==> config.mk <==
export PLATFORM = sky130hd
export DESIGN_NAME = queued_stepper_pulse_controller
export DESIGN_NICKNAME = d
export VERILOG_FILES = /design/src/hdl/qspc_pkg.sv /design/src/hdl/qspc_div.sv /design/src/hdl/qspc_dp.sv /design/src/hdl/qspc_ctrl.sv /design/src/hdl/queued_stepper_pulse_controller.sv
export SDC_FILE = /design/constraint.sdc
export NUM_CORES = 1
export LEC_CHECK = 0
export BUFFER_PORTS_ARGS = -buffer_cell sky130_fd_sc_hd__clkbuf_2
export CORE_MARGIN = 2
export CORE_UTILIZATION = 48
export CTS_BUF_LIST = sky130_fd_sc_hd__clkbuf_16
export DETAILED_ROUTE_END_ITERATION = 16
export PLACE_DENSITY = 0.66
export SYNTH_ARGS = -nofsm -noshare
export SYNTH_HDL_FRONTEND = slang
export SYNTH_HIERARCHICAL = 1
export SYNTH_SLANG_ARGS = --single-unit
==> constraint.sdc <==
create_clock -name clk -period 18.7 [get_ports clk]
set_clock_uncertainty 0.1 [all_clocks]
set_input_delay 0.935 -clock clk [delete_from_list [all_inputs] [get_ports clk]]
set_output_delay 0.935 -clock clk [all_outputs]
set_load 0.1 [all_outputs]
==> src/hdl/qspc_pkg.sv <==
package qspc_pkg;

    // Command queue geometry.
    localparam int QUEUE_DEPTH = 8;
    localparam int QPTR_W      = $clog2(QUEUE_DEPTH);
    localparam int QCNT_W      = $clog2(QUEUE_DEPTH + 1);

    // Field widths fixed by the interface.
    localparam int KIND_W  = 3;
    localparam int VAL_W   = 31;
    localparam int HALF_W  = 20;
    localparam int SPEED_W = 19;
    localparam int FILL_W  = 4;
    localparam int RESP_W  = 4;

    // Continuous half period is this constant divided by the speed.
    localparam logic [SPEED_W-1:0] HALF_NUMERATOR = SPEED_W'(500000);

    // Register reset values.
    localparam logic [HALF_W-1:0]  STEP_HALF_RESET = HALF_W'(1000);
    localparam logic [SPEED_W-1:0] MAX_SPEED_RESET = SPEED_W'(3000);

    // Configuration register indexes.
    localparam logic REG_STEP_HALF = 1'b0;
    localparam logic REG_MAX_SPEED = 1'b1;

    typedef enum logic [KIND_W-1:0] {
        KIND_PING      = 3'd0,
        KIND_ENABLE    = 3'd1,
        KIND_DISABLE   = 3'd2,
        KIND_DIR       = 3'd3,
        KIND_STEP      = 3'd4,
        KIND_SET_SPEED = 3'd5,
        KIND_STOP      = 3'd6,
        KIND_STATUS    = 3'd7
    } kind_t;

    typedef enum logic [RESP_W-1:0] {
        RSP_NONE          = 4'd0,
        RSP_QUEUED        = 4'd1,
        RSP_QUEUE_FULL    = 4'd2,
        RSP_PONG          = 4'd3,
        RSP_ENABLED       = 4'd4,
        RSP_DISABLED      = 4'd5,
        RSP_DIR_SET       = 4'd6,
        RSP_STATUS        = 4'd7,
        RSP_STOPPED       = 4'd8,
        RSP_SPEED_ZERO    = 4'd9,
        RSP_SPEED_SET     = 4'd10,
        RSP_ERR_STEP_ACT  = 4'd11,
        RSP_ERR_BAD_SPEED = 4'd12,
        RSP_STEP_START    = 4'd13,
        RSP_ERR_STOP_REQ  = 4'd14,
        RSP_STEP_DONE     = 4'd15
    } resp_t;

    // Action codes of an input item.
    localparam logic ACT_TICK    = 1'b0;
    localparam logic ACT_ENQUEUE = 1'b1;

    typedef struct packed {
        logic              action;
        logic [KIND_W-1:0] command_kind;
        logic [VAL_W-1:0]  command_value;
    } item_t;

    typedef struct packed {
        resp_t              response;
        logic [VAL_W-1:0]   echo_value;
        logic               step_pin;
        logic               dir_pin;
        logic               enable_n_pin;
        logic [FILL_W-1:0]  queue_fill;
        logic               executor_busy;
        logic               pulse_active;
        logic [VAL_W-1:0]   pulses_remaining;
        logic               continuous_on;
        logic [SPEED_W-1:0] speed_now;
    } result_t;

    typedef struct packed {
        logic [KIND_W-1:0] kind;
        logic [VAL_W-1:0]  val;
    } qentry_t;

    // Commands from the controller to the datapath.
    typedef struct packed {
        logic latch;
        logic enqueue;
        logic dequeue;
        logic exec;
        logic div_start;
        logic apply_speed;
        logic step_tick;
        logic cont_tick;
        logic capture;
    } ctrl_cmd_t;

    // Status from the datapath to the controller.
    typedef struct packed {
        logic action;
        logic busy;
        logic queue_nonempty;
        logic speed_ok;
        logic div_busy;
        logic out_free;
    } dp_stat_t;

endpackage

==> src/hdl/qspc_div.sv <==
// Restoring divider: the fixed numerator over a 19-bit divisor, one quotient bit per cycle.
module qspc_div (
    input  logic                            clk,
    input  logic                            rst_n,
    input  logic                            start,
    input  logic [qspc_pkg::SPEED_W-1:0]    divisor,
    output logic                            busy,
    output logic [qspc_pkg::SPEED_W-1:0]    quotient
);

    localparam int CNT_W = $clog2(qspc_pkg::SPEED_W + 1);

    logic                          busy_reg, busy_next;
    logic [CNT_W-1:0]              cnt_reg, cnt_next;
    logic [qspc_pkg::SPEED_W:0]    rem_reg, rem_next;
    logic [qspc_pkg::SPEED_W-1:0]  quot_reg, quot_next;
    logic [qspc_pkg::SPEED_W-1:0]  dvs_reg, dvs_next;
    logic [qspc_pkg::SPEED_W:0]    shifted;
    logic [qspc_pkg::SPEED_W+1:0]  trial;

    always_comb
    begin
        busy_next = busy_reg;
        cnt_next  = cnt_reg;
        rem_next  = rem_reg;
        quot_next = quot_reg;
        dvs_next  = dvs_reg;
        shifted   = {rem_reg[qspc_pkg::SPEED_W-1:0], quot_reg[qspc_pkg::SPEED_W-1]};
        trial     = {1'b0, shifted} - {2'b00, dvs_reg};
        if (start)
        begin
            busy_next = 1'b1;
            cnt_next  = CNT_W'(qspc_pkg::SPEED_W);
            rem_next  = '0;
            quot_next = qspc_pkg::HALF_NUMERATOR;
            dvs_next  = divisor;
        end
        else if (busy_reg)
        begin
            if (!trial[qspc_pkg::SPEED_W+1])
            begin
                rem_next  = trial[qspc_pkg::SPEED_W:0];
                quot_next = {quot_reg[qspc_pkg::SPEED_W-2:0], 1'b1};
            end
            else
            begin
                rem_next  = shifted;
                quot_next = {quot_reg[qspc_pkg::SPEED_W-2:0], 1'b0};
            end
            cnt_next = cnt_reg - CNT_W'(1);
            if (cnt_reg == CNT_W'(1))
            begin
                busy_next = 1'b0;
            end
        end
    end

    always_ff @(posedge clk or negedge rst_n)
    begin
        if (!rst_n)
        begin
            busy_reg <= 1'b0;
            cnt_reg  <= '0;
        end
        else
        begin
            busy_reg <= busy_next;
            cnt_reg  <= cnt_next;
        end
    end

    always_ff @(posedge clk)
    begin
        rem_reg  <= rem_next;
        quot_reg <= quot_next;
        dvs_reg  <= dvs_next;
    end

    assign busy     = busy_reg;
    assign quotient = quot_reg;

endmodule

==> src/hdl/qspc_dp.sv <==
// Datapath: configuration registers, command queue, pulse generators and result register.
module qspc_dp (
    input  logic                  clk,
    input  logic                  rst_n,
    input  qspc_pkg::ctrl_cmd_t   cmd,
    output qspc_pkg::dp_stat_t    stat,
    input  qspc_pkg::item_t       item,
    input  logic                  psel,
    input  logic                  penable,
    input  logic                  pwrite,
    input  logic [2:0]            paddr,
    input  logic [31:0]           pwdata,
    output logic [31:0]           prdata,
    output logic                  pready,
    output qspc_pkg::result_t     result,
    output logic                  result_valid,
    input  logic                  result_ready
);

    localparam int QPTR_W  = qspc_pkg::QPTR_W;
    localparam int QCNT_W  = qspc_pkg::QCNT_W;
    localparam int HALF_W  = qspc_pkg::HALF_W;
    localparam int SPEED_W = qspc_pkg::SPEED_W;
    localparam int VAL_W   = qspc_pkg::VAL_W;

    // Configuration.
    logic [HALF_W-1:0]  step_half_reg;
    logic [SPEED_W-1:0] max_speed_reg;
    logic               cfg_write;

    // Queue.
    qspc_pkg::qentry_t  queue_mem [qspc_pkg::QUEUE_DEPTH];
    logic [QPTR_W-1:0]  head_reg, head_next;
    logic [QPTR_W-1:0]  tail_reg, tail_next;
    logic [QCNT_W-1:0]  used_reg, used_next;
    logic               queue_at_depth;

    // Current item and dequeued command.
    qspc_pkg::item_t    item_reg;
    qspc_pkg::qentry_t  cur_reg;

    // Executor state.
    logic               busy_reg, busy_next;
    logic               pulse_run_reg, pulse_run_next;
    logic               pulse_high_reg, pulse_high_next;
    logic [VAL_W-1:0]   pulses_left_reg, pulses_left_next;
    logic [HALF_W-1:0]  pulse_elapsed_reg, pulse_elapsed_next;
    logic [HALF_W-1:0]  pulse_half_reg, pulse_half_next;
    logic               cont_on_reg, cont_on_next;
    logic               cont_high_reg, cont_high_next;
    logic [HALF_W-1:0]  cont_elapsed_reg, cont_elapsed_next;
    logic [SPEED_W-1:0] cont_half_reg, cont_half_next;
    logic [SPEED_W-1:0] cont_speed_reg, cont_speed_next;
    logic               step_level_reg, step_level_next;
    logic               dir_level_reg, dir_level_next;
    logic               enable_n_reg, enable_n_next;
    qspc_pkg::resp_t    resp_reg, resp_next;
    logic [VAL_W-1:0]   echo_reg, echo_next;

    // Result register.
    qspc_pkg::result_t  result_reg;
    logic               result_valid_reg;

    // Divider.
    logic                div_busy;
    logic [SPEED_W-1:0]  div_quot;

    logic [HALF_W-1:0]   pulse_inc;
    logic [HALF_W-1:0]   cont_inc;
    logic [VAL_W-1:0]    left_dec;

    qspc_div u_div (
        .clk      (clk),
        .rst_n    (rst_n),
        .start    (cmd.div_start),
        .divisor  (cur_reg.val[SPEED_W-1:0]),
        .busy     (div_busy),
        .quotient (div_quot)
    );

    assign cfg_write = psel && penable && pwrite;
    assign pready    = 1'b1;
    assign prdata    = (paddr[2] == qspc_pkg::REG_MAX_SPEED) ? 32'(max_speed_reg)
                                                             : 32'(step_half_reg);

    always_ff @(posedge clk or negedge rst_n)
    begin
        if (!rst_n)
        begin
            step_half_reg <= qspc_pkg::STEP_HALF_RESET;
            max_speed_reg <= qspc_pkg::MAX_SPEED_RESET;
        end
        else if (cfg_write)
        begin
            if (paddr[2] == qspc_pkg::REG_MAX_SPEED)
            begin
                max_speed_reg <= pwdata[SPEED_W-1:0];
            end
            else
            begin
                step_half_reg <= pwdata[HALF_W-1:0];
            end
        end
    end

    assign queue_at_depth = (used_reg >= QCNT_W'(qspc_pkg::QUEUE_DEPTH));
    assign pulse_inc  = pulse_elapsed_reg + HALF_W'(pulse_elapsed_reg != '1);
    assign cont_inc   = cont_elapsed_reg + HALF_W'(cont_elapsed_reg != '1);
    assign left_dec   = (pulses_left_reg != '0) ? pulses_left_reg - VAL_W'(1) : pulses_left_reg;

    always_comb
    begin
        head_next          = head_reg;
        tail_next          = tail_reg;
        used_next          = used_reg;
        busy_next          = busy_reg;
        pulse_run_next     = pulse_run_reg;
        pulse_high_next    = pulse_high_reg;
        pulses_left_next   = pulses_left_reg;
        pulse_elapsed_next = pulse_elapsed_reg;
        pulse_half_next    = pulse_half_reg;
        cont_on_next       = cont_on_reg;
        cont_high_next     = cont_high_reg;
        cont_elapsed_next  = cont_elapsed_reg;
        cont_half_next     = cont_half_reg;
        cont_speed_next    = cont_speed_reg;
        step_level_next    = step_level_reg;
        dir_level_next     = dir_level_reg;
        enable_n_next      = enable_n_reg;
        resp_next          = resp_reg;
        echo_next          = echo_reg;

        if (cmd.latch)
        begin
            resp_next = qspc_pkg::RSP_NONE;
            echo_next = '0;
        end

        if (cmd.enqueue)
        begin
            echo_next = item_reg.command_value;
            if (queue_at_depth)
            begin
                resp_next = qspc_pkg::RSP_QUEUE_FULL;
            end
            else
            begin
                tail_next = (tail_reg == QPTR_W'(qspc_pkg::QUEUE_DEPTH - 1)) ? '0
                                                                              : tail_reg + QPTR_W'(1);
                used_next = used_reg + QCNT_W'(1);
                resp_next = qspc_pkg::RSP_QUEUED;
            end
        end

        if (cmd.dequeue)
        begin
            head_next = (head_reg == QPTR_W'(qspc_pkg::QUEUE_DEPTH - 1)) ? '0
                                                                          : head_reg + QPTR_W'(1);
            used_next = used_reg - QCNT_W'(1);
        end

        // Every command except a speed change that passes its checks completes here.
        if (cmd.exec)
        begin
            echo_next = cur_reg.val;
            case (qspc_pkg::kind_t'(cur_reg.kind))
                qspc_pkg::KIND_PING:
                begin
                    resp_next = qspc_pkg::RSP_PONG;
                end
                qspc_pkg::KIND_ENABLE:
                begin
                    enable_n_next = 1'b0;
                    resp_next     = qspc_pkg::RSP_ENABLED;
                end
                qspc_pkg::KIND_DISABLE:
                begin
                    cont_on_next    = 1'b0;
                    cont_speed_next = '0;
                    cont_half_next  = '0;
                    cont_high_next  = 1'b0;
                    step_level_next = 1'b0;
                    enable_n_next   = 1'b1;
                    resp_next       = qspc_pkg::RSP_DISABLED;
                end
                qspc_pkg::KIND_DIR:
                begin
                    dir_level_next = (cur_reg.val != '0);
                    resp_next      = qspc_pkg::RSP_DIR_SET;
                end
                qspc_pkg::KIND_STEP:
                begin
                    if (cont_on_reg)
                    begin
                        resp_next = qspc_pkg::RSP_ERR_STOP_REQ;
                    end
                    else
                    begin
                        pulses_left_next   = cur_reg.val;
                        pulse_high_next    = 1'b0;
                        pulse_run_next     = 1'b1;
                        pulse_half_next    = step_half_reg;
                        pulse_elapsed_next = '0;
                        step_level_next    = 1'b0;
                        busy_next          = 1'b1;
                        resp_next          = qspc_pkg::RSP_STEP_START;
                    end
                end
                qspc_pkg::KIND_SET_SPEED:
                begin
                    if (pulse_run_reg)
                    begin
                        resp_next = qspc_pkg::RSP_ERR_STEP_ACT;
                    end
                    else if (cur_reg.val == '0)
                    begin
                        cont_on_next    = 1'b0;
                        cont_speed_next = '0;
                        cont_half_next  = '0;
                        cont_high_next  = 1'b0;
                        step_level_next = 1'b0;
                        resp_next       = qspc_pkg::RSP_SPEED_ZERO;
                    end
                    else
                    begin
                        resp_next = qspc_pkg::RSP_ERR_BAD_SPEED;
                    end
                end
                qspc_pkg::KIND_STOP:
                begin
                    cont_on_next    = 1'b0;
                    cont_speed_next = '0;
                    cont_half_next  = '0;
                    cont_high_next  = 1'b0;
                    step_level_next = 1'b0;
                    resp_next       = qspc_pkg::RSP_STOPPED;
                end
                default:
                begin
                    resp_next = qspc_pkg::RSP_STATUS;
                end
            endcase
        end

        // A speed above the numerator gives a zero quotient; the half period then becomes one.
        if (cmd.apply_speed)
        begin
            echo_next          = cur_reg.val;
            cont_on_next       = 1'b1;
            cont_speed_next    = cur_reg.val[SPEED_W-1:0];
            cont_half_next     = (div_quot == '0) ? SPEED_W'(1) : div_quot;
            cont_high_next     = 1'b0;
            cont_elapsed_next  = '0;
            step_level_next    = 1'b0;
            resp_next          = qspc_pkg::RSP_SPEED_SET;
        end

        // Finite pulse train: low half, then high half; each falling edge uses one pulse.
        if (cmd.step_tick && pulse_run_reg)
        begin
            if (pulse_inc < pulse_half_reg)
            begin
                pulse_elapsed_next = pulse_inc;
            end
            else
            begin
                pulse_elapsed_next = '0;
                if (!pulse_high_reg)
                begin
                    pulse_high_next = 1'b1;
                    step_level_next = 1'b1;
                end
                else
                begin
                    pulse_high_next  = 1'b0;
                    step_level_next  = 1'b0;
                    pulses_left_next = left_dec;
                    if (left_dec == '0)
                    begin
                        pulse_run_next = 1'b0;
                        busy_next      = 1'b0;
                        resp_next      = qspc_pkg::RSP_STEP_DONE;
                    end
                end
            end
        end

        if (cmd.cont_tick && cont_on_reg && (cont_half_reg != '0) && !pulse_run_reg)
        begin
            if (cont_inc < HALF_W'(cont_half_reg))
            begin
                cont_elapsed_next = cont_inc;
            end
            else
            begin
                cont_elapsed_next = '0;
                cont_high_next    = !cont_high_reg;
                step_level_next   = !cont_high_reg;
            end
        end
    end

    always_ff @(posedge clk or negedge rst_n)
    begin
        if (!rst_n)
        begin
            head_reg          <= '0;
            tail_reg          <= '0;
            used_reg          <= '0;
            busy_reg          <= 1'b0;
            pulse_run_reg     <= 1'b0;
            pulse_high_reg    <= 1'b0;
            pulses_left_reg   <= '0;
            pulse_elapsed_reg <= '0;
            pulse_half_reg    <= qspc_pkg::STEP_HALF_RESET;
            cont_on_reg       <= 1'b0;
            cont_high_reg     <= 1'b0;
            cont_elapsed_reg  <= '0;
            cont_half_reg     <= '0;
            cont_speed_reg    <= '0;
            step_level_reg    <= 1'b0;
            dir_level_reg     <= 1'b0;
            enable_n_reg      <= 1'b1;
            resp_reg          <= qspc_pkg::RSP_NONE;
            echo_reg          <= '0;
            result_valid_reg  <= 1'b0;
        end
        else
        begin
            head_reg          <= head_next;
            tail_reg          <= tail_next;
            used_reg          <= used_next;
            busy_reg          <= busy_next;
            pulse_run_reg     <= pulse_run_next;
            pulse_high_reg    <= pulse_high_next;
            pulses_left_reg   <= pulses_left_next;
            pulse_elapsed_reg <= pulse_elapsed_next;
            pulse_half_reg    <= pulse_half_next;
            cont_on_reg       <= cont_on_next;
            cont_high_reg     <= cont_high_next;
            cont_elapsed_reg  <= cont_elapsed_next;
            cont_half_reg     <= cont_half_next;
            cont_speed_reg    <= cont_speed_next;
            step_level_reg    <= step_level_next;
            dir_level_reg     <= dir_level_next;
            enable_n_reg      <= enable_n_next;
            resp_reg          <= resp_next;
            echo_reg          <= echo_next;
            if (cmd.capture)
            begin
                result_valid_reg <= 1'b1;
            end
            else if (result_ready)
            begin
                result_valid_reg <= 1'b0;
            end
        end
    end

    // Payload storage: input latch, queue memory with registered read, result snapshot.
    always_ff @(posedge clk)
    begin
        if (cmd.latch)
        begin
            item_reg <= item;
        end
        if (cmd.enqueue && !queue_at_depth)
        begin
            queue_mem[tail_reg] <= '{kind: item_reg.command_kind, val: item_reg.command_value};
        end
        if (cmd.dequeue)
        begin
            cur_reg <= queue_mem[head_reg];
        end
        if (cmd.capture)
        begin
            result_reg.response         <= resp_reg;
            result_reg.echo_value       <= echo_reg;
            result_reg.step_pin         <= step_level_reg;
            result_reg.dir_pin          <= dir_level_reg;
            result_reg.enable_n_pin     <= enable_n_reg;
            result_reg.queue_fill       <= qspc_pkg::FILL_W'(used_reg);
            result_reg.executor_busy    <= busy_reg;
            result_reg.pulse_active     <= pulse_run_reg;
            result_reg.pulses_remaining <= pulses_left_reg;
            result_reg.continuous_on    <= cont_on_reg;
            result_reg.speed_now        <= cont_speed_reg;
        end
    end

    assign stat.action         = item_reg.action;
    assign stat.busy           = busy_reg;
    assign stat.queue_nonempty = (used_reg != '0);
    assign stat.speed_ok       = (qspc_pkg::kind_t'(cur_reg.kind) == qspc_pkg::KIND_SET_SPEED)
                                 && (cur_reg.val != '0)
                                 && (cur_reg.val <= VAL_W'(max_speed_reg))
                                 && !pulse_run_reg;
    assign stat.div_busy       = div_busy;
    assign stat.out_free       = !result_valid_reg || result_ready;

    assign result       = result_reg;
    assign result_valid = result_valid_reg;

endmodule

==> src/hdl/qspc_ctrl.sv <==
// Controller: sequences the phases of one item through the datapath.
module qspc_ctrl (
    input  logic                  clk,
    input  logic                  rst_n,
    input  logic                  item_valid,
    output logic                  item_ready,
    input  qspc_pkg::dp_stat_t    stat,
    output qspc_pkg::ctrl_cmd_t   cmd
);

    typedef enum logic [6:0] {
        ST_IDLE   = 7'b0000001,
        ST_DECODE = 7'b0000010,
        ST_EXEC   = 7'b0000100,
        ST_DIV    = 7'b0001000,
        ST_STEP   = 7'b0010000,
        ST_CONT   = 7'b0100000,
        ST_FINISH = 7'b1000000
    } state_t;

    state_t state_reg, state_next;

    always_comb
    begin
        state_next = state_reg;
        cmd        = '0;
        item_ready = 1'b0;
        case (state_reg)
            ST_IDLE:
            begin
                item_ready = 1'b1;
                if (item_valid)
                begin
                    cmd.latch  = 1'b1;
                    state_next = ST_DECODE;
                end
            end
            ST_DECODE:
            begin
                if (stat.action == qspc_pkg::ACT_ENQUEUE)
                begin
                    cmd.enqueue = 1'b1;
                    state_next  = ST_FINISH;
                end
                else if (stat.busy)
                begin
                    state_next = ST_STEP;
                end
                else if (stat.queue_nonempty)
                begin
                    cmd.dequeue = 1'b1;
                    state_next  = ST_EXEC;
                end
                else
                begin
                    state_next = ST_CONT;
                end
            end
            ST_EXEC:
            begin
                if (stat.speed_ok)
                begin
                    cmd.div_start = 1'b1;
                    state_next    = ST_DIV;
                end
                else
                begin
                    cmd.exec   = 1'b1;
                    state_next = ST_CONT;
                end
            end
            ST_DIV:
            begin
                // Speed generator skips its tick on the tick that starts it.
                if (!stat.div_busy)
                begin
                    cmd.apply_speed = 1'b1;
                    state_next      = ST_FINISH;
                end
            end
            ST_STEP:
            begin
                cmd.step_tick = 1'b1;
                state_next    = ST_CONT;
            end
            ST_CONT:
            begin
                cmd.cont_tick = 1'b1;
                state_next    = ST_FINISH;
            end
            ST_FINISH:
            begin
                if (stat.out_free)
                begin
                    cmd.capture = 1'b1;
                    state_next  = ST_IDLE;
                end
            end
            default:
            begin
                state_next = ST_IDLE;
            end
        endcase
    end

    always_ff @(posedge clk or negedge rst_n)
    begin
        if (!rst_n)
        begin
            state_reg <= ST_IDLE;
        end
        else
        begin
            state_reg <= state_next;
        end
    end

endmodule

==> src/hdl/queued_stepper_pulse_controller.sv <==
// Channel   Handshake                        Payload
// item      item_valid / item_ready          item   (qspc_pkg::item_t)
// result    result_valid / result_ready      result (qspc_pkg::result_t)
// config    psel, penable, pwrite, pready    paddr, pwdata, prdata (APB-style)
//
// The controller takes an item when idle and works on it in phases: an enqueue
// passes decode and finish; a tick passes decode, a step or execute phase if
// one applies, the continuous phase and finish; a tick that starts a speed waits
// on the one-bit-per-cycle divider for the half period. One item is in work at
// a time; the result register lets the next item in while an older result waits.
// Reset is asynchronous and active low; the queue holds no entries after reset.
module queued_stepper_pulse_controller (
    input  logic                 clk,
    input  logic                 rst_n,
    input  logic                 item_valid,
    output logic                 item_ready,
    input  qspc_pkg::item_t      item,
    output logic                 result_valid,
    input  logic                 result_ready,
    output qspc_pkg::result_t    result,
    input  logic                 psel,
    input  logic                 penable,
    input  logic                 pwrite,
    input  logic [2:0]           paddr,
    input  logic [31:0]          pwdata,
    output logic [31:0]          prdata,
    output logic                 pready
);

    // Commands flow from the controller to the datapath; status flows back.
    qspc_pkg::ctrl_cmd_t  cmd;
    qspc_pkg::dp_stat_t   stat;

    // The controller owns the item handshake and the phase sequence.
    qspc_ctrl u_ctrl (
        .clk        (clk),
        .rst_n      (rst_n),
        .item_valid (item_valid),
        .item_ready (item_ready),
        .stat       (stat),
        .cmd        (cmd)
    );

    // The datapath holds the queue, both pulse generators, the pin levels,
    // the configuration registers and the result register.
    qspc_dp u_dp (
        .clk          (clk),
        .rst_n        (rst_n),
        .cmd          (cmd),
        .stat         (stat),
        .item         (item),
        .psel         (psel),
        .penable      (penable),
        .pwrite       (pwrite),
        .paddr        (paddr),
        .pwdata       (pwdata),
        .prdata       (prdata),
        .pready       (pready),
        .result       (result),
        .result_valid (result_valid),
        .result_ready (result_ready)
    );

endmodule
==> Yosys cells after proc, flatten, opt, wreduce, memory -nomap -nowiden <==
Memories as Yosys holds them, arrays and structs flattened. A register that Yosys moved wholly into a read port is not among the register bits.
Index checks and enable logic that the tools add are counted.
{ "totals": {"elab_cells": 252, "mem_bits_rw": 272, "reg_bits": 422, "input_bits": 77, "n_memories": 1, "out_inout_bits": 130} }
{ "memory_table": {"columns": ["memory", "words", "word_bits", "rd", "rd_clocked_by_memory_dff", "wr", "line_no", "source"], "rows": [
  ["u_dp.queue_mem", 8, 34, 1, 1, 1, "qspc_dp.sv:32", "qspc_pkg::qentry_t queue_mem [qspc_pkg::QUEUE_DEPTH];"]
]} }
{ "op_classes": {"n_eq_ne": 25, "reduce_logical": 44, "order_cmp": 4, "add_sub_neg": 9, "bitwise_logic": 3, "mux": 124} }
{ "ops": {"columns": ["operator", "count"], "rows": [
  ["two-way mux 31 bit", 11],
  ["two-way mux 20 bit", 9],
  ["two-way mux 19 bit", 7],
  ["logical NOT 31 bit", 2],
  ["two-way mux 1 bit", 62],
  ["nonzero test 31 bit", 2],
  ["one-hot mux 7 bit (7 select lines)", 1],
  ["two-way mux 4 bit", 12],
  ["adder 20 x 1 -> 20 bit", 2],
  ["!= test 20 bit (second input constant)", 2],
  ["one-hot mux 19 bit (2 select lines)", 1],
  ["<= comparator 31 x 19 -> 1 bit", 1],
  ["subtractor 31 x 1 -> 31 bit (second input constant)", 1],
  ["two-way mux 7 bit", 4],
  ["one-hot mux 4 bit (7 select lines)", 1],
  ["subtractor 20 x 19 -> 21 bit", 1],
  ["less-than comparator 20 x 19 -> 1 bit", 1],
  ["less-than comparator 20 bit", 1],
  ["logical NOT 19 bit", 1],
  ["nonzero test 19 bit", 1],
  ["two-way mux 6 bit", 3],
  ["nonzero test 2 bit", 8],
  ["== test 3 bit (second input constant)", 5],
  ["AND reduction 2 bit", 6],
  ["33 further kinds", 64]
]} }

==> Depth between registers and ports, before layout <==
Gate-level depths: netlist of the first run.
{ "logic_depth": {"ltp_word": 12, "depth_mapped": 22, "depth_no_buf": 20} }

==> Cells and area by module <==
The synthesis of the first run kept the hierarchy.
{ "modules_own_cells": {"columns": ["module", "area_per_inst_um2", "cells_each", "seq_area_each_um2", "instances"], "rows": [
  ["qspc_dp", 27995.6, 1981, 18672.9, 1],
  ["qspc_div", 3437.0, 353, 1481.4, 1],
  ["qspc_ctrl", 566.8, 69, 176.4, 1]
]} }

==> Least setup slack after synthesis of the first run <==
No wires, ideal clock.
{ "synth_path": {"path_kind": "register -> register", "from": "register u_ctrl.state_reg[4]", "to": "register u_dp.used_reg[3]", "setup_ps": 284, "synth_period_minus_slack_ps": 6318, "t_required_ps": 18316, "stages_incl_launch_ff": 12, "path_slack_ps": 12382, "n_path_buf": 2, "arrival_time_ps": 5933, "path_cell_list": "dfrtp_1 buf_6 or3_1 buf_2 or3_4 or3_4 nor3b_1 ha_1 a21o_1 a21o_1 a21oi_1 o221ai_1"} }
{ "synth_lines": {"columns": ["item", "line_no", "source"], "rows": [
  ["from (decl)", "qspc_ctrl.sv:21", "state_t state_reg, state_next;"],
  ["from (signal assigned)", "qspc_ctrl.sv:114", "state_reg <= state_next;"],
  ["to (signal assigned)", "qspc_dp.sv:332", "used_reg <= used_next;"],
  ["to (decl)", "qspc_dp.sv:35", "logic [QCNT_W-1:0] used_reg, used_next;"]
]} }

==> Worst setup path in the final report of the first run <==
{ "layout_path": {"from": "register u_dp.pulse_elapsed_reg[11]", "to": "register u_dp.pulses_left_reg[16]"} }
{ "layout_between": {"elab_chain_len": 5} }
{ "layout_rtl": {"columns": ["item", "line_no", "source"], "rows": [
  ["from (decl)", "qspc_dp.sv:47", "logic [HALF_W-1:0] pulse_elapsed_reg, pulse_elapsed_next;"],
  ["from (signal assigned)", "qspc_dp.sv:337", "pulse_elapsed_reg <= pulse_elapsed_next;"],
  ["!= test 20 bit", "qspc_dp.sv:107", "assign pulse_inc = pulse_elapsed_reg + HALF_W'(pulse_elapsed_reg != '1);"],
  ["adder 20 x 1 -> 20 bit *", "qspc_dp.sv:107", null],
  ["less-than comparator 20 bit *", "qspc_dp.sv:261", "if (pulse_inc < pulse_half_reg)"],
  ["two-way mux 31 bit *", "qspc_dp.sv:261", null],
  ["two-way mux 31 bit *", "qspc_dp.sv:259", "if (cmd.step_tick && pulse_run_reg)"],
  ["net u_dp.pulses_left_next[16]", "qspc_dp.sv:46", "logic [VAL_W-1:0] pulses_left_reg, pulses_left_next;"],
  ["to (signal assigned)", "qspc_dp.sv:336", "pulses_left_reg <= pulses_left_next;"],
  ["to (decl)", "qspc_dp.sv:46", null]
]} }
Mark *: on every way through the listed nets, which the timed path passes. The rest lies on a longest branch.
A chain may end at the register's enable or synchronous reset.

==> results_dict.tcl, run 1 <==
set metrics [dict create \
    status "finished, final reports clean" \
    power_frac_clock 0.311 \
    holdCritPathClass "input pin to asynchronous set/reset pin" \
    clock_sinks 728 \
    htree_levels 3 \
    die_h_um 262 \
    crit_fanout 21 \
    ys_async_sr_fraction 0.323 \
    cts_setup_buffers 0 \
    dp_cells 3369 \
    crit_path_frequent_cell "and3_1" \
    worstPathArrival_ns 6.70 \
    p_int_mw 3.26 \
    stdcell_count 3515 \
    finalSetupViolations 0 \
    dieArea_sq_um 68700 \
    largest_reg_flops 272 \
    start_util 0.486 \
    p_comb_frac 0.257 \
    avgRoutedWirePerCell_um 22.7 \
    r2r_end "u_dp/pulses_left_reg[16]$_DFF_PN0_" \
    worstPathRequired_ns 19.15 \
    powerDensity_nw_per_um2 135 \
    critPathLaunchType "flop" \
    drc_errors 0 \
    holdWs_ns 0.249 \
    ys_types 93 \
    finalCritPeriodShare 0.334 \
    seq_power_share 0.433 \
    core-area_sq_um 65900 \
    crit_type "flop to flop" \
    syn-cell-area_sq_um 32000 \
    rrSetupSlack_ns 12.45 \
    grt-ovfl-total 0 \
    drtIter0Drc 1854 \
    hpwlAfterDp_um 51000 \
    fill_cells 5403 \
    drive_gt1_frac 0.222 \
    grt_pass1_wl_um 122000 \
    num_vias 20600 \
    worstPathCellList "and3_1, and3_1, nand4_1, or4_1, ha_1, ha_1, and3_1, nand4_1, inv_1, and2_1, xor2_1, ha_1, nand4_1, a211oi_1, o31ai_1, nand3_1, and3_1, nor2_1, a22o_1, a21o_1" \
    total_power_mw 4.89 \
    yosysWarnings 6 \
    max_stage_delay_ns 1.12 \
    p_sw_frac 0.334 \
    clockBufferDepth 3 \
    grt_pass1_vias 20700 \
    worst_pin_slew_ns 1.31 \
    clock_latency_ns 0.64 \
    avgViaCountPerCell 5.87 \
    worstRegToRegCells 20 \
    worst_setup_path_end_kind "flop" \
    first_pass_iters 5 \
    syn_inst 2403 \
    yosysTopAreaCellShare 0.427 \
    grt_setup_unrepaired "no" \
    antenna_found_initial 1 \
    drv_cap 0 \
    vdd_drop_max_mv 0.0824 \
    cts_tree "built" \
    synth_top_area_cell "edfxtp_1" \
    grt_max_degree 87 \
    period_minus_slack_ns 6.25 \
    setup_tns_ns 0 \
    final_cell_mix "edfxtp_1 (455), nand2_1 (267), dfrtp_1 (211)" \
    area_growth_pct 13.6 \
    die_w_um 262 \
    cp_slowest_cell "nor2_1" \
    max_clock_freq_mhz 160 \
    hold_violations 0 \
    r2r-start "u_dp/pulse_elapsed_reg[11]$_DFFE_PN0P_" \
    synth.area.top_cells "edfxtp_1 (43%), dfrtp_1 (17%), mux4_2 (4.8%)" \
    mostFrequentLayoutCell "edfxtp_1" \
    hold_buffers 0 \
    ant_nets 0 \
    ys_seq_area_frac 0.635 \
    final_nets 2753 \
    cts_resized 0 \
    clockRootBuffer "clkbuf_16" \
    p_leak_nw 14.1 \
    drt-total-wl_um 79800 \
    cts_buffers 78 \
    maxSlewViolCount 0 \
    grt_use_total 0.234 \
    synth_edf_count 455 \
    rows 94 \
    pin_count 207 \
    max_slew_margin 0.123 \
    synth_ff_type "edfxtp_1" \
    ys_seq_elements 728 \
    portBuffers 179 \
    gp_congestion 0.865 \
    p_switching_mw 1.63 \
    syn_avg_cell_area_sq_um 13.3 \
    clkTransAtPathRegs_ns 0.06 \
]
## critical path, delay by kind of cell (launching register included)
kind                     cells  cell delay [ns]
AND/OR/NAND/NOR             11             3.76
adder cells (fa/ha/maj)      3             0.76
AO/OA/AOI/OAI                4             0.81
buffers and inverters        1             0.09
XOR/XNOR                     1             0.20
flip-flops                   1             0.45
## metal layers
metal | GRT usage | share of wire | up-vias
met5 | 0 | 0 | -
met4 | 0.107 | 0.040 | 0
met3 | 0.0376 | 0.064 | 146
met2 | 0.371 | 0.47 | 684
met1 | 0.318 | 0.42 | 10500
li1 | - | - | 9289
## power groups by stage
stage               registers [mW]  logic, mW  clock network, mW
finish                        2.12       1.25               1.52
global route                  2.14       1.35               1.61
CTS                           2.12       1.24               1.55
detailed placement            2.15       1.24                  0
global placement              2.14       1.21                  0
floorplan                     2.11      0.936                  0
## worst max-delay path by stage
stage / startpoint / endpoint / slack [ns]
final: u_dp/pulse_elapsed_reg[11]$_DFFE_PN0P_ / u_dp/pulses_left_reg[16]$_DFF_PN0_ / 12.45
after global routing: u_dp/pulse_elapsed_reg[11]$_DFFE_PN0P_ / u_dp/pulses_left_reg[16]$_DFF_PN0_ / 12.09
after CTS: u_dp/pulse_elapsed_reg[11]$_DFFE_PN0P_ / u_dp/pulses_left_reg[16]$_DFF_PN0_ / 12.50
after detailed placement: u_dp/pulse_elapsed_reg[11]$_DFFE_PN0P_ / u_dp/pulses_left_reg[16]$_DFF_PN0_ / 12.51
after global placement: u_dp/pulse_elapsed_reg[11]$_DFFE_PN0P_ / u_dp/pulses_left_reg[16]$_DFF_PN0_ / 12.68
after floorplan: u_ctrl/state_reg[4]$_DFFE_PN0P_ / u_dp/used_reg[3]$_DFFE_PN0P_ / 12.38
## through the flow
step	worst slack, ns	cell area [sq um]	util
finish	12.45	36300	0.552
global route	12.09	36300	0.552
CTS	12.50	36300	0.552
detailed placement	12.51	33800	0.513
global placement	12.68	33800	0.513
floorplan	12.38	32000	-
## kinds of logic (layout without fill, tap and decap cells)
kind of cell,Yosys count,after routing,share of synthesized area
DFF,728,728,0.635
buffers and inverters,242,478,0.0326
adders and majority gates,91,91,0.0361
other,2,14,0.000235
xor gates and xnor gates,56,56,0.0153
AOI/OAI and AO/OA,406,406,0.0846
muxes,184,184,0.0879
and+or+nand+nor,694,694,0.108
## Yosys cell counts, types with 37 or more instances
cell type,number
nand2_1,267
o21ai_0,149
nor3_1,37
dfrtp_1,214
ha_1,89
edfxtp_1,455
mux4_2,68
nor2_1,111
mux2_2,95
inv_1,115
a21oi_1,65
nand3_1,51
dfxtp_1,38
clkbuf_1,82
## layout make-up
class / count / area (sq um) / share of cell area
sequential: 728 / 20300 / 0.560
clock inverter: 66 / 556 / 0.0153
clock buffer: 79 / 1980 / 0.0544
inverter: 115 / 432 / 0.0119
timing repair buffer: 218 / 1200 / 0.0330
multi-input combinational: 1444 / 10800 / 0.296
tap: 864 / 1080 / 0.0297
antenna: 1 / 2.50 / 0.0000689
Note: power is estimated with default switching activity, not from simulation.
==> run 2, diff against run 1 <==
--- a/config.mk
+++ b/config.mk
@@ -5,12 +5,13 @@
 export SDC_FILE = /design/constraint.sdc
 export NUM_CORES = 1
 export LEC_CHECK = 0
+export ABC_AREA = 1
 export BUFFER_PORTS_ARGS = -buffer_cell sky130_fd_sc_hd__clkbuf_2
 export CORE_MARGIN = 2
 export CORE_UTILIZATION = 48
 export CTS_BUF_LIST = sky130_fd_sc_hd__clkbuf_16
 export DETAILED_ROUTE_END_ITERATION = 16
-export PLACE_DENSITY = 0.66
+export PLACE_DENSITY = 0.65
 export SYNTH_ARGS = -nofsm -noshare
 export SYNTH_HDL_FRONTEND = slang
 export SYNTH_HIERARCHICAL = 1
==> constraint.sdc (replaced) <==
create_clock -name clk -period 5.9 [get_ports clk]
set_clock_uncertainty 0.1 [all_clocks]
set_input_delay 0.295 -clock clk [delete_from_list [all_inputs] [get_ports clk]]
set_output_delay 0.295 -clock clk [all_outputs]
set_load 0.1 [all_outputs]
==> run 2 against run 1 <==
Net effect: non-clock buffer count increased by 52; wire length increased by 4.1%; flip-flop and latch count unchanged; critical endpoint is now u_dp/pulses_left_reg[27]$_DFF_PN0_; clock power increased to 3.0 times the previous value; register-to-register slack got worse by 11 ns; synthesized cell count increased by 35%; worst setup slack got worse by 11 ns; sequential share of layout area decreased by 1.7 points.
==> results_dict.tcl, run 2 <==
set metrics [dict create \
    r2r-start "u_dp/pulse_elapsed_reg[13]$_DFFE_PN0P_" \
    grt_setup_unrepaired "no" \
    area_growth_pct 14.6 \
    rrSetupSlack_ns 1.17 \
    mostFrequentLayoutCell "nand2_1" \
    yosysMostFrequentCell "nand2_1" \
    start_util 0.486 \
    synth_edf_count 455 \
    final_cell_area_sq_um 37500 \
    maxSlewViolCount 0 \
    rows 95 \
    fill_cells 5861 \
    clock_latency_ns 0.63 \
    powerDensity_nw_per_um2 447 \
    antenna_found_initial 0 \
    diodes 0 \
    clockBufferDepth 3 \
    cts_setup_buffers 0 \
    drtIter0Drc 2177 \
    ys_seq_area_frac 0.622 \
    finalSetupViolations 0 \
    synth_ff_type "edfxtp_1" \
    die_h_um 265 \
    core-area_sq_um 67300 \
    holdCritPathClass "input pin to asynchronous set/reset pin" \
    gp_congestion 0.898 \
    hold_violations 0 \
    first_pass_iters 5 \
    worst_pin_slew_ns 1.16 \
    vdd_drop_max_mv 0.426 \
    avgRoutedWirePerCell_um 18.8 \
    ys_seq_elements 728 \
    holdWs_ns 0.181 \
    clockRootBuffer "clkbuf_16" \
    crit_type "flop to flop" \
    p_leak_nw 16.0 \
    worst_setup_path_end_kind "flop" \
    setup_tns_ns 0 \
    pin_count 207 \
    synth.area.top_cells "edfxtp_1 (42%), dfrtp_1 (16%), nand2_1 (7.4%)" \
    yosys-top-cells-count "nand2_1 (643), edfxtp_1 (455), nor2_1 (416)" \
    grt_max_degree 143 \
    crit_path_frequent_cell "nand2_1" \
    drt-total-wl_um 83100 \
    ys_types 62 \
    portBuffers 179 \
    worstRegToRegCells 25 \
    grt_pass1_vias 22400 \
    dieArea_sq_um 70200 \
    worstPathArrival_ns 5.17 \
    max_stage_delay_ns 0.53 \
    final_nets 3645 \
    drive_gt1_frac 0.121 \
    drv_cap 0 \
    hpwlAfterDp_um 54400 \
    ys_async_sr_fraction 0.323 \
    worstPathRequired_ns 6.34 \
    layout.core_utilization 0.557 \
    ant_nets 0 \
    finalCritPeriodShare 0.803 \
    max_slew_margin 0.222 \
    num_vias 23600 \
    synth_top_area_cell "edfxtp_1" \
    place_area_sq_um 34500 \
    final_cell_mix "nand2_1 (643), edfxtp_1 (455), nor2_1 (404)" \
    crit_fanout 41 \
    grt_use_total 0.237 \
    grt-ovfl-total 0 \
    yosysTopAreaCellShare 0.418 \
    avgViaCountPerCell 5.35 \
    period_minus_slack_ns 4.73 \
    yosysWarnings 6 \
    syn_avg_cell_area_sq_um 10.0 \
    crit_path_start "u_dp/pulse_elapsed_reg[13]$_DFFE_PN0P_" \
    grt_pass1_wl_um 129000 \
    cp_num_buf_inv 5 \
    htree_levels 3 \
    syn_inst 3256 \
    cp_slowest_cell "or4_1" \
    r2r_end "u_dp/pulses_left_reg[27]$_DFF_PN0_" \
    max_clock_freq_mhz 211 \
    clkTransAtPathRegs_ns 0.06 \
    clock_sinks 728 \
    critPathLaunchType "flop" \
    drc_errors 0 \
    critPathTopFamily "simple AND/OR/NAND/NOR gates" \
    cts_buffers 77 \
    status "finished, final reports clean" \
    syn-cell-area_sq_um 32700 \
    cts_tree "built" \
    die_w_um 265 \
    largest_reg_flops 272 \
]
run 2: cell types whose count changed in the layout (fill, tap and decap cells not counted), sizes merged, moves of 37 or more:
| cell | delta |
|---|---|
| dlygate4sd3 | +58 |
| nand2 | +379 |
| o22ai | +70 |
| mux4 | -68 |
| inv | +233 |
| o21ai | +196 |
| a31oi | +37 |
| nor2 | +329 |
| mux2 | -95 |
| nand3 | +39 |
run 2: cells by family (layout without fill, tap and decap cells):
family,after synthesis,after routing,synth area share
DFF,728,728,0.622
xor gates and xnor gates,56,56,0.0150
and+or+nand+nor,1297,1297,0.167
adders and majority gates,91,91,0.0353
other,2,13,0.000230
AOI/OAI and AO/OA,598,598,0.101
buffers and inverters,484,756,0.0596
run 2: repair_timing:
action                    CTS  global route
hold buffers               58             0
hold endpoints to repair  150             0
gates resized for setup     0             0
run 2: cell type report:
| cell class | count | area [sq um] | area share |
|---|---|---|---|
| Clock buffer | 77 | 1930 | 0.0514 |
| Sequential cell | 728 | 20300 | 0.543 |
| Clock inverter | 64 | 493 | 0.0132 |
| Timing Repair Buffer | 270 | 1770 | 0.0473 |
| Tap cell | 873 | 1090 | 0.0291 |
| Multi-Input combinational cell | 2055 | 10600 | 0.282 |
| Inverter | 345 | 1300 | 0.0346 |
run 2: how the worst max path moves through the flow:
| stage | cells past startpoint | endpoint | slack [ns] |
|---|---|---|---|
| 2_1_floorplan | 11 | u_dp/used_reg[3]$_DFFE_PN0P_ | 0.17 |
| 3_3_place_gp | 27 | u_dp/resp_reg[2]$_DFF_PN0_ | 1.21 |
| 3_5_place_dp | 27 | u_dp/resp_reg[0]$_DFF_PN0_ | 1.22 |
| 4_1_cts | 27 | u_dp/resp_reg[1]$_DFF_PN0_ | 1.19 |
| 5_1_grt | 27 | u_dp/resp_reg[0]$_DFF_PN0_ | 0.64 |
| 6_report | 25 | u_dp/pulses_left_reg[27]$_DFF_PN0_ | 1.17 |
run 2: metal layers:
metal  wire, um  vias to the layer above  part of all wire  track usage
met2      39600                      726              0.48        0.383
met4       1860                        0             0.022       0.0713
met5          0                        -                 0            0
met1      36600                    11300              0.44        0.334
li1           -                    11500                 -            -
met3       5050                      124             0.061       0.0336
run 2: metrics by stage:
| step | total power, mW | instances | setup WS, ns |
|---|---|---|---|
| after CTS | 16.8 | 4412 | 1.19 |
| after detailed placement | 12.1 | 4213 | 1.22 |
| after floorplan | 10.7 | 3267 | 0.171 |
| after global placement | 12.1 | 4213 | 1.21 |
| after global routing | 17.7 | 4412 | 0.645 |
| final | 16.7 | 4412 | 1.17 |
run 2: power breakdown:
part / switching, mW / leakage [nW] / internal (mW) / total (mW)
sequential: 0.598 / 7.53 / 6.13 / 6.73
clock: 2.01 / 1.26 / 2.62 / 4.63
combinational: 3.84 / 7.18 / 1.55 / 5.39
==> run 3, diff against run 2 <==
==> constraint.sdc (replaced) <==
create_clock -name clk -period 5 [get_ports clk]
set_clock_uncertainty 0.1 [all_clocks]
set_input_delay 0.25 -clock clk [delete_from_list [all_inputs] [get_ports clk]]
set_output_delay 0.25 -clock clk [all_outputs]
set_load 0.1 [all_outputs]
==> run 3 against run 2 <==
Net effect: die area unchanged; largest cell class unchanged; final area increased by 0.42%; hold slack improved by 0.033 ns; count of clock-buffer cells in the layout increased by 3; largest power group unchanged; critical endpoint is now u_dp/pulses_left_reg[14]$_DFF_PN0_; first-iteration DRC count increased by 0.83%; via count about the same; utilization increased by 0.23 points.
==> results_dict.tcl, run 3 (synthesized netlist as in run 2, its figures left out) <==
set metrics [dict create \
    clockBufferDepth 3 \
    crit_type "flop to flop" \
    drive_gt1_frac 0.126 \
    hold_violations 0 \
    worstPathArrival_ns 4.95 \
    portBuffers 179 \
    largest_reg_flops 272 \
    cts_tree "built" \
    grt_pass1_wl_um 127000 \
    finalSetupViolations 0 \
    vdd_drop_max_mv 0.449 \
    max_clock_freq_mhz 221 \
    mostFrequentLayoutCell "nand2_1" \
    crit_path_frequent_cell "nand3_1" \
    drv_cap 0 \
    holdCritPathClass "input pin to asynchronous set/reset pin" \
    diodes 0 \
    cts_resized 0 \
    first_pass_iters 6 \
    grt_max_degree 117 \
    clockRootBuffer "clkbuf_16" \
    rows 95 \
    crit_fanout 15 \
    grt_setup_unrepaired "no" \
    area_growth_pct 15.1 \
    clkTransAtPathRegs_ns 0.06 \
    max_slew_margin 0.211 \
    ant_nets 0 \
    max_stage_delay_ns 0.53 \
    dieArea_sq_um 70200 \
    grt_pass1_vias 22300 \
    core-area_sq_um 67300 \
    die_h_um 265 \
    maxSlewViolCount 0 \
    cts_setup_buffers 0 \
    worstPathRequired_ns 5.42 \
    layout.core_utilization 0.559 \
    p_leak_nw 16.1 \
    critPathLaunchType "flop" \
    period_minus_slack_ns 4.53 \
    hold_buffers 58 \
    drtIter0Drc 2195 \
    drt-total-wl_um 82700 \
    status "finished, final reports clean" \
    final_nets 3663 \
    num_vias 23600 \
    avgViaCountPerCell 5.32 \
    cp_slowest_cell "or4_1" \
    pin_count 207 \
    fill_cells 5813 \
    grt_use_total 0.234 \
    clock_latency_ns 0.64 \
    hpwlAfterDp_um 54900 \
    gp_congestion 0.903 \
    worst_setup_path_end_kind "flop" \
    start_util 0.486 \
    setup_tns_ns 0 \
    grt-ovfl-total 0 \
    clock_sinks 728 \
    cts_buffers 79 \
    worst_pin_slew_ns 1.18 \
    powerDensity_nw_per_um2 526 \
    drc_errors 0 \
    finalCritPeriodShare 0.906 \
    die_w_um 265 \
    htree_levels 3 \
    final_cell_mix "nand2_1 (643), edfxtp_1 (455), nor2_1 (404)" \
    avgRoutedWirePerCell_um 18.7 \
    antenna_found_initial 1 \
]
[run 3: report_power, final]
part / internal [mW] / leakage (nW) / total [mW] / switching [mW]
combinational: 1.84 / 7.25 / 6.41 / 4.57
clock: 3.13 / 1.32 / 5.52 / 2.38
sequential: 7.23 / 7.53 / 7.87 / 0.637
[run 3: per-layer routing]
layer / up-vias / global-route usage / part of all wire
met1: 11300 / 0.324 / 0.45
li1: 11500 / - / -
met2: 688 / 0.380 / 0.47
met5: - / 0 / 0
met3: 150 / 0.0331 / 0.052
met4: 0 / 0.0826 / 0.030
[run 3: through the flow]
stage	std cells	setup WS (ns)	hold slack, ns	instance area, sq um	total power, mW
after detailed placement	4229	0.482	0.300	34600	14.3
after global routing	4431	0.106	0.219	37600	20.9
final	4431	0.469	0.214	37600	19.8
after global placement	4229	0.551	0.302	34600	14.3
after floorplan	3267	0.670	-0.146	32800	12.6
after CTS	4431	0.438	0.201	37600	19.9
[run 3: area by class of cell]
type                            count  area, sq um  share of cell area
Clock buffer                       80         2000              0.0532
Clock inverter                     64          458              0.0122
Multi-Input combinational cell   2055        10600               0.281
Sequential cell                   728        20300               0.540
Timing Repair Buffer              286         1880              0.0499
Tap cell                          873         1090              0.0290
Inverter                          345         1300              0.0344
[run 3: path summary, 6_finish.rpt]
kind	from	end	slack, ns	cells past startpoint
setup / recovery	u_dp/pulse_elapsed_reg[13]$_DFFE_PN0P_	u_dp/pulses_left_reg[14]$_DFF_PN0_	0.47	26
hold / removal	rst_n	u_dp/pulse_elapsed_reg[2]$_DFFE_PN0P_	0.21	2
setup reg to reg	u_dp/pulse_elapsed_reg[13]$_DFFE_PN0P_	u_dp/pulses_left_reg[14]$_DFF_PN0_	0.47	26
hold reg to reg	u_dp/cont_speed_reg[15]$_DFFE_PN0P_	u_dp/result[15]$_DFFE_PP_	0.34	0
min in group clk	item[25]	u_dp/item_reg[25]$_DFFE_PP_	0.23	2
max in group asynchronous	rst_n	u_dp/pulses_left_reg[18]$_DFF_PN0_	3.43	3
[run 3: worst max-delay path, delay by kind of cell (launching register included)]
family          cells  cell delay, ns
simple gates       19            2.51
xor+xnor            1            0.29
buf+inv             2            0.39
flops               1            0.42
compound gates      1            0.11
fa+ha+maj           3            0.63
